--- src/rtl/core/slt_pkg.sv ---
package slt_pkg;

  localparam int DEPTH_DEF = 16;
  localparam int VAL_W     = 32;
  localparam int POS_W     = 5;

  localparam logic [1:0] OP_INSERT = 2'd0;
  localparam logic [1:0] OP_DELETE = 2'd1;
  localparam logic [1:0] OP_LIST   = 2'd2;

  localparam logic [1:0] ST_OK       = 2'd0;
  localparam logic [1:0] ST_NOTFOUND = 2'd1;
  localparam logic [1:0] ST_FULL     = 2'd2;
  localparam logic [1:0] ST_EMPTY    = 2'd3;

  typedef struct packed {
    logic insert;
    logic delete;
    logic found;
    logic rotate;
  } slt_ctl_t;

endpackage

--- src/rtl/core/slt_cell.sv ---
module slt_cell (
  input  logic                            clk,
  input  slt_pkg::slt_ctl_t               ctl,
  input  logic                            occ,
  input  logic                            tail,
  input  logic                            left_lt,
  input  logic signed [slt_pkg::VAL_W-1:0] key,
  input  logic signed [slt_pkg::VAL_W-1:0] left_val,
  input  logic signed [slt_pkg::VAL_W-1:0] right_val,
  input  logic signed [slt_pkg::VAL_W-1:0] head_val,
  output logic signed [slt_pkg::VAL_W-1:0] val,
  output logic                            lt,
  output logic                            first,
  output logic                            hit
);
  import slt_pkg::*;

  logic signed [VAL_W-1:0] val_r;
  logic signed [VAL_W-1:0] val_nxt;

  assign val   = val_r;
  assign lt    = occ && (val_r < key);
  assign first = !lt && left_lt;
  assign hit   = first && occ && (val_r == key);

  always_comb begin
    val_nxt = val_r;
    if (ctl.insert) begin
      if (first) begin
        val_nxt = key;
      end else if (!lt) begin
        val_nxt = left_val;
      end
    end else if (ctl.delete) begin
      if (ctl.found && !lt) begin
        val_nxt = right_val;
      end
    end else if (ctl.rotate) begin
      val_nxt = tail ? head_val : right_val;
    end
  end

  always_ff @(posedge clk) begin
    val_r <= val_nxt;
  end

endmodule

--- src/rtl/core/sorted_list_table.sv ---
// Sorted table of up to DEPTH signed 32-bit values, held in a row of cells
// that compare in parallel and shift entries toward their neighbors. An insert
// or delete keeps busy high for one cycle and gives its single result from
// the output registers, which follow the exec state. A full insert, a list of
// an empty table and an unused operation code do not raise busy; the first
// two give their result in the cycle after the transaction. A list keeps busy
// high while the row rotates once past the head cell, which streams one entry
// per cycle in ascending order with out_last on the final one. Every
// result is on the out_ ports for exactly one cycle with out_valid high, and
// the receiver cannot hold it off, so it must take each result as it comes.
module sorted_list_table #(
  parameter int DEPTH = slt_pkg::DEPTH_DEF
) (
  input  logic                            clk,
  input  logic                            rst_n,
  input  logic                            start,
  output logic                            busy,
  input  logic [1:0]                      in_operation,
  input  logic signed [slt_pkg::VAL_W-1:0] in_value,
  output logic                            out_valid,
  output logic signed [slt_pkg::VAL_W-1:0] out_item_value,
  output logic [slt_pkg::POS_W-1:0]       out_position,
  output logic                            out_last,
  output logic [1:0]                      out_status
);
  import slt_pkg::*;

  localparam int CW = $clog2(DEPTH + 1);

  localparam logic [1:0] S_IDLE = 2'd0;
  localparam logic [1:0] S_EXEC = 2'd1;
  localparam logic [1:0] S_LIST = 2'd2;

  logic [1:0]              state_r, state_nxt;
  logic [1:0]              op_r, op_nxt;
  logic signed [VAL_W-1:0] key_r, key_nxt;
  logic [CW-1:0]           count_r, count_nxt;
  logic [CW-1:0]           idx_r, idx_nxt;

  logic                    valid_r, valid_nxt;
  logic signed [VAL_W-1:0] item_r, item_nxt;
  logic [CW-1:0]           pos_r, pos_nxt;
  logic                    last_r, last_nxt;
  logic [1:0]              status_r, status_nxt;

  slt_ctl_t                ctl;
  logic signed [VAL_W-1:0] cell_val [DEPTH];
  logic [DEPTH-1:0]        cell_lt;
  logic [DEPTH-1:0]        cell_first;
  logic [DEPTH-1:0]        cell_hit;
  logic [CW-1:0]           ins_pos;
  logic                    accept;
  logic [CW-1:0]           idx_inc;
  logic [CW+POS_W-1:0]     pos_ext;

  assign busy    = (state_r != S_IDLE);
  assign accept  = start && !busy;
  assign idx_inc = idx_r + CW'(1);

  assign ctl.insert = (state_r == S_EXEC) && (op_r == OP_INSERT);
  assign ctl.delete = (state_r == S_EXEC) && (op_r == OP_DELETE);
  assign ctl.found  = |cell_hit;
  assign ctl.rotate = (state_r == S_LIST);

  for (genvar i = 0; i < DEPTH; i++) begin : g_cell
    logic                    left_lt;
    logic signed [VAL_W-1:0] left_val;
    logic signed [VAL_W-1:0] right_val;

    if (i == 0) begin : g_head
      assign left_lt  = 1'b1;
      assign left_val = key_r;
    end else begin : g_body
      assign left_lt  = cell_lt[i-1];
      assign left_val = cell_val[i-1];
    end

    if (i == DEPTH - 1) begin : g_end
      assign right_val = cell_val[i];
    end else begin : g_mid
      assign right_val = cell_val[i+1];
    end

    slt_cell u_cell (
      .clk       (clk),
      .ctl       (ctl),
      .occ       (CW'(i) < count_r),
      .tail      (CW'(i + 1) == count_r),
      .left_lt   (left_lt),
      .key       (key_r),
      .left_val  (left_val),
      .right_val (right_val),
      .head_val  (cell_val[0]),
      .val       (cell_val[i]),
      .lt        (cell_lt[i]),
      .first     (cell_first[i]),
      .hit       (cell_hit[i])
    );
  end

  always_comb begin
    ins_pos = '0;
    for (int i = 0; i < DEPTH; i++) begin
      if (cell_first[i]) begin
        ins_pos = ins_pos | CW'(i + 1);
      end
    end
  end

  always_comb begin
    state_nxt  = state_r;
    op_nxt     = op_r;
    key_nxt    = key_r;
    count_nxt  = count_r;
    idx_nxt    = idx_r;
    valid_nxt  = 1'b0;
    item_nxt   = '0;
    pos_nxt    = '0;
    last_nxt   = 1'b1;
    status_nxt = ST_OK;

    unique case (state_r)
      S_IDLE: begin
        if (accept) begin
          op_nxt  = in_operation;
          key_nxt = in_value;
          idx_nxt = '0;
          priority if (in_operation == OP_INSERT) begin
            if (count_r == CW'(DEPTH)) begin
              valid_nxt  = 1'b1;
              status_nxt = ST_FULL;
            end else begin
              state_nxt = S_EXEC;
            end
          end else if (in_operation == OP_DELETE) begin
            state_nxt = S_EXEC;
          end else if (in_operation == OP_LIST) begin
            if (count_r == '0) begin
              valid_nxt  = 1'b1;
              status_nxt = ST_EMPTY;
            end else begin
              state_nxt = S_LIST;
            end
          end else begin
            state_nxt = S_IDLE;
          end
        end
      end
      S_EXEC: begin
        valid_nxt = 1'b1;
        state_nxt = S_IDLE;
        if (op_r == OP_INSERT) begin
          pos_nxt   = ins_pos;
          count_nxt = count_r + CW'(1);
        end else if (ctl.found) begin
          count_nxt = count_r - CW'(1);
        end else begin
          status_nxt = ST_NOTFOUND;
        end
      end
      S_LIST: begin
        valid_nxt = 1'b1;
        item_nxt  = cell_val[0];
        pos_nxt   = idx_inc;
        last_nxt  = (idx_inc == count_r);
        idx_nxt   = idx_inc;
        if (idx_inc == count_r) begin
          state_nxt = S_IDLE;
        end
      end
      default: begin
        state_nxt = S_IDLE;
      end
    endcase
  end

  always_ff @(posedge clk) begin
    if (!rst_n) begin
      state_r <= S_IDLE;
      count_r <= '0;
      idx_r   <= '0;
      valid_r <= 1'b0;
    end else begin
      state_r <= state_nxt;
      count_r <= count_nxt;
      idx_r   <= idx_nxt;
      valid_r <= valid_nxt;
    end
  end

  always_ff @(posedge clk) begin
    op_r     <= op_nxt;
    key_r    <= key_nxt;
    item_r   <= item_nxt;
    pos_r    <= pos_nxt;
    last_r   <= last_nxt;
    status_r <= status_nxt;
  end

  assign pos_ext        = {{POS_W{1'b0}}, pos_r};
  assign out_valid      = valid_r;
  assign out_item_value = item_r;
  assign out_position   = pos_ext[POS_W-1:0];
  assign out_last       = last_r;
  assign out_status     = status_r;

  a_count_bound: assert property (@(posedge clk) disable iff (!rst_n)
    count_r <= CW'(DEPTH))
    else $error("entry count exceeds the table depth");

  a_list_stream: assert property (@(posedge clk) disable iff (!rst_n)
    (state_r == S_LIST) |=> out_valid)
    else $error("list readout skipped a cycle");

  a_insert_count: assert property (@(posedge clk) disable iff (!rst_n)
    (state_r == S_EXEC && op_r == OP_INSERT) |=>
      (count_r == CW'($past(count_r) + CW'(1))))
    else $error("insert did not grow the table by one entry");

  a_not_last: assert property (@(posedge clk) disable iff (!rst_n)
    (out_valid && !out_last) |-> (state_r == S_LIST))
    else $error("non-final result outside a list readout");

endmodule

--- config.mk ---
export PLATFORM = sky130hd
export DESIGN_NAME = sorted_list_table
export DESIGN_NICKNAME = d
export VERILOG_FILES = /design/src/rtl/core/slt_pkg.sv /design/src/rtl/core/slt_cell.sv /design/src/rtl/core/sorted_list_table.sv
export SDC_FILE = /design/constraint.sdc
export NUM_CORES = 2
export LEC_CHECK = 0
export BUFFER_PORTS_ARGS = -buffer_cell sky130_fd_sc_hd__buf_2
export CAP_MARGIN = 15
export CORE_AREA = 2 2 413 415
export DETAILED_ROUTE_END_ITERATION = 8
export DIE_AREA = 0 0 415 417
export HOLD_SLACK_MARGIN = 0.08
export PLACE_DENSITY = 0.53
export RECOVER_POWER = 100
export SLEW_MARGIN = 15
export SYNTH_ARGS = -nofsm -noshare
export SYNTH_HDL_FRONTEND = slang
export SYNTH_HIERARCHICAL = 1
export SYNTH_SLANG_ARGS = --single-unit
--- constraint.sdc ---
create_clock -name clk -period 7.9 [get_ports clk]
set_clock_uncertainty 0.1 [all_clocks]
set_input_delay 0.79 -clock clk [delete_from_list [all_inputs] [get_ports clk]]
set_output_delay 0.79 -clock clk [all_outputs]
set_load 0.02 [all_outputs]
==> run metrics <==
worst rel slew slack=-119%; CP endpoint kind=register; Yosys reg bits=599; EDFF count, synth=546; synth-to-layout area growth=10.2%; WP data arrival=7.56 ns; Vias per Instance=5.70; WHS Path Cells=1; HP Class=in -> reg; violated checks=capacitance limit, slew limit; Setup crit start kind=register; Rows=151; CTS root buf=clkbuf_16; Placement Setup Slack=0.957 ns; post_cts resized=0; # Max-Cap Violations=9; Antenna Violating Nets Remaining=0; H-tree depth=3; clk_lat worst skew=0.71 ns; CTS Sinks=599; Hold Startpoint=in_value[1]; TritonCTS Buffers=78; die width=415 um; die area=0.173 sq mm; initial core utilization=29.9%; hold buffers post-CTS=0; gpl congestion=0.943; I/O pin count=79; pin count of the biggest net entering global routing=241; number of I/O port buffers=78; count of pins over their slew limit=322; fmax=134 MHz; CTS tree=built; Crit Reg-Reg Endpoint=g_cell[6].u_cell/val[24]$_DFFE_PP_; VDD IR-drop max=0.000161 V; Reg clk slew, reported paths=0.06 ns; final worst slack=0.461 ns; Post-Route WL=207000 um; mean routed wirelength per cell=27.3 um; RSZ-0062 raised after global routing=no; # setup viols final=0; Remaining DRCs=0; top_reg_cell synth=edfxtp_1; status=finished, violations left; Tmin final=7.44 ns; Total GRT Usage=23.1%; first-pass GRT wire length=297000 um; Critical R2R Launch=g_cell[0].left_val[10]$_DFFE_PP_; number of global-route vias before repair=41300; Syn Inst Count=5244; Filler cells=17500; worst reg2reg path depth=17; GR Overflow Total=0; final-report hold violation count=0; Critical Path Fanout Max=32; crit path kind=reg -> reg; Yosys warnings=6; Detailed Routing Iterations Pass 1=5; fin crit share=94.2%; layout cells sized above 1=8.35%; die height=417 um; clk buf depth=3; DP Wirelength=144000 um; reg2reg setup slack=0.46 ns; Worst Hold End=g_cell[0].left_val[1]$_DFFE_PP_; Post-layout nets=5836; Post-Syn Area=0.0504 sq mm; Setup TNS=0 ns; Leakage=20.5 nW; Power Density=189 mW/mm^2; Iteration-0 DRC Markers=4938; Pwr Total=10.5 mW; synth unique cells=60; FFs w/ async S/R, synth=0%; Core Area=0.169 sq mm; via count=43100; syn_area_per_cell=9.61 sq um; required time worst endpoint=8.02 ns; syn_nets=5803; Worst Tran Pin Value=3.29 ns; Post-CTS Repair Setup Buffers=0; initial antenna violation count=9; register area share after synthesis=34.6%
[worst max-delay path: stages (launching register included)]
cell and delay [ns]:
edfxtp_1 1.02, clkbuf_1 0.44, inv_1 0.09, ha_1 0.36, nand4_1 0.10, or4_1 0.56, a21o_1 0.19, a21oi_1 0.26
o31a_2 0.20, nor3_1 0.08, o311a_2 0.14, and3_1 0.21, nor4_1 0.81, nand4_1 1.01, clkbuf_1 0.40, a21oi_1 0.27
o21ai_4 0.06, clkbuf_2 0.61
[power breakdown]
part,switching [mW],internal (mW)
registers,0.312,3.80
clock network,1.58,2.06
logic,1.75,0.977
[synthesized netlist by cell type (all sizes together) (2+ instances only)]
master	count	area, sq um
nor2	47	176
a211o	16	140
or4	31	293
and2	553	3460
a21oi	759	3860
o31a	17	169
a21boi	18	195
and3	21	136
nor2b	45	282
nand2	178	668
nand2b	18	113
a211oi	528	3960
nor3	74	551
a31oi	3	18.8
o21ai	89	449
or3b	2	17.5
o221ai	2	17.5
o21bai	18	135
a22oi	19	143
ha	522	6530
nor3b	5	37.5
nand4	115	960
a21o	17	130
nand3	68	340
xor2	4	35.0
a221oi	16	140
mux2i	515	5150
nor4	38	238
o311a	16	160
dfxtp	53	1060
xnor2	10	87.6
inv	553	2080
buf	66	1150
clkbuf	235	882
edfxtp	546	16400
and4	15	131
[through the flow]
step / std cells / hold slack (ns) / utilization [%] / cell area (sq um)
2_1_floorplan: 5244 / 0.371 / - / 50400
3_3_place_gp: 7409 / 0.398 / 31.6 / 53200
3_5_place_dp: 7409 / 0.406 / 31.6 / 53200
4_1_cts: 7554 / 0.118 / 33.1 / 55700
5_1_grt: 7561 / 0.161 / 33.0 / 55600
6_report: 7563 / 0.161 / 33.0 / 55600
[worst max path at each step]
stage / startpoint / endpoint / slack (ns) / cells after the start
floorplan: g_cell[0].left_val[31]$_DFFE_PP_ / g_cell[15].u_cell/val[0]$_DFFE_PP_ / 2.20 / 15
global route: g_cell[0].left_val[10]$_DFFE_PP_ / out_position[3]$_DFF_P_ / 0.38 / 15
finish: g_cell[0].left_val[10]$_DFFE_PP_ / g_cell[6].u_cell/val[24]$_DFFE_PP_ / 0.46 / 17
detailed placement: g_cell[0].left_val[10]$_DFFE_PP_ / g_cell[14].u_cell/val[25]$_DFFE_PP_ / 0.96 / 17
CTS: g_cell[0].left_val[10]$_DFFE_PP_ / g_cell[14].u_cell/val[29]$_DFFE_PP_ / 0.92 / 17
global placement: g_cell[0].left_val[5]$_DFFE_PP_ / g_cell[14].u_cell/val[26]$_DFFE_PP_ / 0.61 / 17
[state kept, by name (all words and copies together) (netlist names)]
signal and flops:
out_last 1, out_item_value 32, out_status 2, op_r 2, count_r 5, g_cell.left_val 32, out_valid 1, out_position 5
g_cell.u_cell/val 512, idx_r 5, state_r 2
[final cells by class]
| cell class | instances | area [sq um] | area share, % |
|---|---|---|---|
| sequential | 599 | 17500 | 31.4 |
| timing repair buffer | 254 | 1770 | 3.19 |
| inverter | 554 | 2100 | 3.78 |
| clock buffer | 100 | 2160 | 3.89 |
| clock inverter | 45 | 343 | 0.617 |
| antenna | 3 | 7.51 | 0.0135 |
| multi-input combinational | 3790 | 29000 | 52.1 |
| tap | 2218 | 2780 | 4.99 |
[layout by cell type, fill, tap and decap left out, types with 18 or more instances in the layout]
cell type,netlist,routed
ha_1,522,522
clkbuf_1,235,86
a22oi_1,19,19
o21bai_1,18,18
nor4_1,38,37
o21ai_0,55,56
and3_1,20,20
a211oi_1,528,528
edfxtp_1,546,546
nor2b_1,45,29
buf_4,0,145
nor2_1,47,46
mux2i_1,515,515
clkbuf_16,0,82
nand2_1,178,178
and2_1,553,532
and2_0,0,20
nor3_1,58,59
inv_1,553,552
nand3_1,68,68
o21ai_1,33,19
buf_2,2,19
dfxtp_1,53,53
nand4_1,99,99
a21oi_1,743,747
nand2b_1,18,18
[layer usage]
layer / share of wire [%] / track usage, % / vias to the layer above
met1: 43 / 31.6 / 21100
met2: 43 / 35.1 / 2034
met5: 0.020 / 0 / -
met4: 5.3 / 11.5 / 6
li1: - / - / 19600
met3: 8.8 / 4.00 / 417
[cells by family after synthesis]
group,Yosys count,synth area share [%]
muxes,515,10.2
buffers and inverters,855,8.18
adders and majority gates,522,13.0
AOI/OAI and AO/OA,1523,19.0
DFF,599,34.6
other,1,0.00744
and+or+nand+nor,1214,14.7
xor gates and xnor gates,15,0.288
No activity file was read; power rests on OpenSTA's default activity.
